===== config.mk =====
export PLATFORM = sky130hd
export DESIGN_NAME = cdsm_cordic_cell
export DESIGN_NICKNAME = d
export VERILOG_FILES = /design/src/rtl/cdsm_pkg.sv /design/src/rtl/cdsm_cordic_cell.sv
export SDC_FILE = /design/constraint.sdc
export NUM_CORES = 1
export LEC_CHECK = 0
export BUFFER_PORTS_ARGS = -buffer_cell sky130_fd_sc_hd__buf_2
export CORE_ASPECT_RATIO = 1.2
export CORE_UTILIZATION = 25
export CTS_CLUSTER_SIZE = 20
export DETAILED_ROUTE_END_ITERATION = 6
export HOLD_SLACK_MARGIN = 0.05
export PLACE_DENSITY = 0.47
export SYNTH_ARGS = -nofsm -noshare
export SYNTH_HDL_FRONTEND = slang
export SYNTH_SLANG_ARGS = --single-unit

===== constraint.sdc =====
create_clock -name clk -period 3.2 [get_ports clk]
set_input_delay 0.48 -clock clk [delete_from_list [all_inputs] [get_ports clk]]
set_output_delay 0.48 -clock clk [all_outputs]
set_load 0.02 [all_outputs]

===== src/rtl/cdsm_pkg.sv =====
// Shared types, constants and helpers for the concentric disk sample map.
package cdsm_pkg;

  // Quotient (angle) width: pi/4 in Q30 fits in 30 bits
  localparam int AW = 30;
  // CORDIC datapath width for x, y and z
  localparam int XW = 33;
  // Default parameter values
  localparam int IN_BITS_DEF = 16;
  localparam int ANGLE_STAGES_DEF = 16;

  // pi/4 and inverse CORDIC gain, both Q30
  localparam logic [AW-1:0] ANG_PI4 = 30'd843314857;
  localparam logic [AW:0] INV_GAIN = 31'sd652032874;

  localparam logic signed [15:0] OUT_MAX = 16'sd32767;

  // atan(2^-i) in Q30, truncated
  localparam logic [AW-1:0] ATAN_TAB [32] = '{
    30'd843314856, 30'd497837829, 30'd263043837, 30'd133525158,
    30'd67021686,  30'd33543515,  30'd16775850,  30'd8388437,
    30'd4194282,   30'd2097149,   30'd1048575,   30'd524287,
    30'd262143,    30'd131071,    30'd65535,     30'd32767,
    30'd16383,     30'd8191,      30'd4095,      30'd2047,
    30'd1023,      30'd511,       30'd255,       30'd127,
    30'd63,        30'd31,        30'd15,        30'd7,
    30'd3,         30'd1,         30'd0,         30'd0
  };

  // Sideband carried along with each beat
  typedef struct packed {
    logic origin;
    logic swap;
    logic neg;
  } cdsm_tag_t;

  // Round Q30 to Q15 and saturate to +-32767
  function automatic logic signed [15:0] sat_q15(input logic signed [XW-1:0] v);
    logic signed [XW:0] s;
    logic signed [XW-15:0] q;
    s = {v[XW-1], v} + (XW+1)'(16384);
    q = s[XW:15];
    if (q > (XW-14)'(OUT_MAX)) begin
      return OUT_MAX;
    end else if (q < -(XW-14)'(OUT_MAX)) begin
      return -OUT_MAX;
    end
    return q[15:0];
  endfunction

endpackage


===== src/rtl/cdsm_cordic_cell.sv =====
// One CORDIC rotation cell with a fixed shift and arctangent.
module cdsm_cordic_cell #(
  parameter int STAGE = 0
) (
  input  logic                           clk,
  input  logic                           rst,
  input  logic                           in_valid,
  input  cdsm_pkg::cdsm_tag_t            in_tag,
  input  logic signed [cdsm_pkg::XW-1:0] in_x,
  input  logic signed [cdsm_pkg::XW-1:0] in_y,
  input  logic signed [cdsm_pkg::XW-1:0] in_z,
  output logic                           out_valid,
  output cdsm_pkg::cdsm_tag_t            out_tag,
  output logic signed [cdsm_pkg::XW-1:0] out_x,
  output logic signed [cdsm_pkg::XW-1:0] out_y,
  output logic signed [cdsm_pkg::XW-1:0] out_z
);
  import cdsm_pkg::*;

  localparam logic signed [XW-1:0] ATAN = XW'(ATAN_TAB[STAGE]);

  logic signed [XW-1:0] dx;
  logic signed [XW-1:0] dy;

  assign dx = in_y >>> STAGE;
  assign dy = in_x >>> STAGE;

  always_ff @(posedge clk) begin
    if (rst) begin
      out_valid <= 1'b0;
    end else begin
      out_valid <= in_valid;
    end
  end

  // rotate toward zero residual angle
  always_ff @(posedge clk) begin
    out_tag <= in_tag;
    if (!in_z[XW-1]) begin
      out_x <= in_x - dx;
      out_y <= in_y + dy;
      out_z <= in_z - ATAN;
    end else begin
      out_x <= in_x + dx;
      out_y <= in_y - dy;
      out_z <= in_z + ATAN;
    end
  end

endmodule


# Word-level counts from Yosys, hierarchy flattened
# Index checks and enable logic that the tools add are counted.
# word_totals
register_bits	103
latchBits	0
ram_bits	0
romBits	0
out_inout_bits	103
word_cells	15
n_memories	0
# op_classes
add_sub_neg	5
multipliers	0
div	0
n_lt_le_gt_ge	0
n_eq_ne	0
shift	0
muxes	3
bitwise	0
reduce_logical	0
# op_table
cell	count
$mux 33	3
$sub 33x33->33	2
$add 33x31->33 const B	1
$add 33x33->33	1
$sub 33x31->33 const B	1

# Logic depth before layout (Yosys ltp)
# logic_depth
depth_word	2
mapped_depth	13

# Least setup slack after synthesis
# Ideal clock, no wire load.
# synth_timing
path_kind	input to register
start	input port in_z[32] (netlist bit)
end	register out_z[32] (netlist bit)
setup_time_ps	59
arrival_time_ps	3392
required_time_ps	3141
path_slack_ps	-251
stages	12
path_buffers	2
cell_sequence	inv_1 -> clkbuf_1 -> buf_1 -> ha_1 -> a211oi_1 -> nor2_1 -> o31a_1 -> a2bb2oi_1 -> o21ai_1 -> a41o_1 -> o41ai_1 -> o21a_1
# synth_via
elab_chain_cells	2
word_cells_on_any_way	3
# synth_rtl
item	line_no	source
start: declaration	cdsm_cordic_cell.sv:11	input logic signed [cdsm_pkg::XW-1:0] in_z,
$sub 33x31->33 or $add 33x31->33 (tied branches)	cdsm_cordic_cell.sv:42, cdsm_cordic_cell.sv:46	
$mux 33 *	cdsm_cordic_cell.sv:39	if (!in_z[XW-1]) begin
end signal: assignment	cdsm_cordic_cell.sv:42	out_z <= in_z - ATAN;
end signal: assignment	cdsm_cordic_cell.sv:46	out_z <= in_z + ATAN;
end: declaration	cdsm_cordic_cell.sv:16	output logic signed [cdsm_pkg::XW-1:0] out_z
# Mark *: on every way between the ends. The rest lies on a longest branch, timed or not.
# A chain may end at the register's enable or synchronous reset.

# Worst setup path in the final report
# layout_timing
start	input port in_x[0] (netlist bit)
end	register out_y[24] (netlist bit)
# layout_via
elab_chain_cells	2
word_cells_on_any_way	3
# layout_rtl
item	line_no	source
start: declaration	cdsm_cordic_cell.sv:9	input logic signed [cdsm_pkg::XW-1:0] in_x,
$add 33x33->33 or $sub 33x33->33 (tied branches)	cdsm_cordic_cell.sv:41, cdsm_cordic_cell.sv:45	
$mux 33 *	cdsm_cordic_cell.sv:39	
end signal: assignment	cdsm_cordic_cell.sv:41	out_y <= in_y + dy;
end signal: assignment	cdsm_cordic_cell.sv:45	out_y <= in_y - dy;
end: declaration	cdsm_cordic_cell.sv:15	output logic signed [cdsm_pkg::XW-1:0] out_y,
# Marked as above.

==> impl_metrics.csv <==
group,metric,value,unit
final_layout,fin_area,0.0120,mm2
drt,first_iter_violations,452,
final_layout,syn_to_final_growth,34.5,%
clock_tree,cts_buffers,9,
clock_tree,ctsRootBufferMaster,"clkbuf_16",
pwr,p_leak,5.95,nW
logic_synthesis,ys_types,69,
logic_synthesis,ys_seq_elements,102,
drt,drc,0,
min_path,hp-start,"in_tag[2]",
placed_design,dp_hpwl,26400,um
sta,period_needed,2.99,ns
worst_setup_path,required,3.45,ns
final_layout,drive_above_1_share,0.281,
global_routing,grt-ovfl-total,0,
min_path,hold_path_class,"in -> reg",
worst_setup_path,startpoint,"in_x[0]",
sta,min_period_over_period,0.936,
worst_setup_path,worstSetupEndpoint,"out_y[24]",
die,rows,75,
clock_tree,ctsLongestPathBuffers,2,
sta,timing.hold.ws,0.208,ns
final_layout,antennaDiodeCount,0,
flow_run,cap_viol_max_count,0,
sta,setup_viol_count_final,0,
placed_design,place_area,0.0117,mm2
drt,wire_per_inst,16.4,um
sta,rsz0062_at_grt,"false",
sta,worst_pin_slew,0.603,ns
drt,ant_nets,0,
worst_setup_path,cp_max_fo,4,
placed_design,post-place-ws,-0.190,ns
sta,fin_ws,0.205,ns
clock_tree,post-cts-setup-buffers,0,
worst_setup_path,critPathArrivalTime,3.25,ns
final_layout,register_area,0.00204,mm2
clock_tree,clkSinkCount,102,
sta,max_freq,0.334,GHz
global_routing,antenna_found_initial,1,
die,die_area,0.0365,mm2
placed_design,port_buffers,207,
drt,vias_per_cell,4.80,
logic_synthesis,synthFlopType,"dfxtp_1",
final_layout,multiInputGateArea,0.00632,mm2
final_layout,layout_commonest_cell,"buf_2",
sta,max_slew_margin,0.598,
worst_setup_path,cp-end-kind,"flop",
drt,drt_first_pass_iters,5,
drt,drt_wl_total,31900,um
pwr,pwr_density_cell,442,mW/mm2
worst_setup_path,critPathLaunchType,"input pin",
logic_synthesis,netlist_instances,1130,
logic_synthesis,synth_nets,1371,
worst_setup_path,crit_type,"in -> reg",
clock_tree,post_cts_resized,0,
sta,final-max-slew-violation-count,0,
logic_synthesis,synth_warnings,0,
die,ios,208,
logic_synthesis,async_reset_ff_frac,0,
status,run_status,"completed",
clock_tree,cts.clk_slew.worst_paths,0.07,ns
die,die_h,209,um
final_layout,layout_common_cells,"207 x buf_2, 174 x buf_4, 132 x ha_1, 125 x a21oi_1, 102 x dfxtp_1",
logic_synthesis,synth-edff-count,0,
placed_design,place_congestion,0.889,
die,coreArea,0.0351,mm2
final_layout,nFillCells,3804,
logic_synthesis,syn_area,0.00894,mm2
global_routing,grt_max_degree,50,
global_routing,grt_pass1_wl,49700,um
logic_synthesis,syn-mean-instance-area,7.91,um2
die,die_width,175,um
global_routing,grt_pass1_vias,9360,
logic_synthesis,yosysSeqAreaShare,0.228,
die,initial_core_util,0.255,
pwr,vdd_drop_max,0.243,mV
final_layout,nets,1719,
clock_tree,cts_max_level,3,
sta,hold_violations,0,
clock_tree,hold_buffers,0,
drt,vias,9336,
global_routing,globalRouteTotalUtil,0.175,
clock_tree,cts_tree,"built",
-- worst min-delay path by stage --
| stage | endpoint | slack [ns] | depth (start not counted) |
|---|---|---|---|
| finish | out_tag[2] | 0.21 | 1 |
| global route | out_tag[2] | 0.19 | 1 |
| CTS | out_z[1] | 0.18 | 1 |
| detailed placement | out_z[1] | 0.58 | 1 |
| global placement | out_tag[2] | 0.58 | 1 |
| floorplan | out_tag[0] | 0.51 | 0 |
-- power by group --
group / internal [W] / switching, W / total [W]
sequential: 0.00155 / 0.0000884 / 0.00164
combinational: 0.00102 / 0.00146 / 0.00247
clock: 0.000639 / 0.000556 / 0.00120
-- per-layer routing --
layer,GRT usage,vias up,part of all wire
li1,-,4686,-
met1,0.213,4294,0.44
met2,0.305,302,0.49
met3,0.0240,52,0.047
met4,0.0750,2,0.030
met5,0,-,0.00031
-- sequential cells by signal (all words and copies together) (netlist names) --
name / cells
out_tag: 3
out_valid: 1
out_x: 32
out_y: 33
out_z: 33
-- stage by stage --
stage / util / setup TNS [ns] / std cells / total power [W]
2_1_floorplan: - / 0 / 1130 / 0.00311
3_3_place_gp: 0.334 / -1.38 / 1929 / 0.00415
3_5_place_dp: 0.334 / -1.86 / 1929 / 0.00415
4_1_cts: 0.343 / 0 / 1945 / 0.00540
5_1_grt: 0.343 / 0 / 1945 / 0.00566
6_report: 0.343 / 0 / 1945 / 0.00531
-- Yosys cell counts (3+ instances only) --
master	number	area, um2
dfxtp_1	102	2040
nor3_1	18	90.1
nand2_1	57	214
or3_1	11	68.8
a21o_1	40	300
clkbuf_1	33	124
nand4_1	9	56.3
or2_2	5	31.3
o31ai_1	12	90.1
nand2b_1	11	68.8
nor2_1	97	364
a31o_2	4	35.0
a31oi_1	10	62.6
a211oi_1	13	97.6
o41ai_1	4	35.0
buf_2	3	15.0
o22ai_1	4	25.0
or4_1	3	22.5
o31a_1	6	52.6
a311oi_1	6	52.6
and3_1	7	43.8
o21a_1	7	52.6
ha_1	132	1650
nand3b_1	3	22.5
clkinv_1	6	22.5
a211o_1	7	61.3
fa_1	4	80.1
o21bai_1	18	135
xnor2_1	69	604
nand3_1	18	90.1
mux2i_1	16	160
o21ai_0	58	290
a221oi_1	7	61.3
nor3b_1	3	22.5
xor2_1	17	149
o21ai_1	10	50.1
a21oi_1	125	626
o221ai_1	6	52.6
nor4_1	5	31.3
nor2b_1	13	81.3
buf_1	8	30.0
inv_1	97	364
o211ai_1	9	67.6
-- critical path: stages --
cell and delay (ns):
buf_2 0.11, buf_4 0.12, ha_1 0.23, fa_1 0.43, and4b_1 0.27, o21ai_0 0.10
a21bo_2 0.24, a31oi_1 0.17, buf_4 0.17, a21oi_1 0.08, o21ai_0 0.27, buf_4 0.18
a211o_1 0.15, o21ai_1 0.09, xnor2_1 0.16
-- cell families (layout without fill, tap and decap cells) --
group,count (synthesis),count (layout),share of synthesized area
compound gates,373,373,0.271
simple gates,266,266,0.141
buf+inv,151,504,0.0647
fa+ha+maj,136,136,0.194
flops,102,102,0.228
xor+xnor,86,86,0.0843
mux,16,16,0.0179
-- final cells by class --
cell class / instances / share of cell area
timing repair buffer: 383 / 0.198
clock inverter: 5 / 0.00551
tap: 462 / 0.0481
sequential: 102 / 0.170
inverter: 105 / 0.0328
multi-input combinational: 877 / 0.526
clock buffer: 11 / 0.0202
Note: power is estimated with default switching activity, not from simulation.
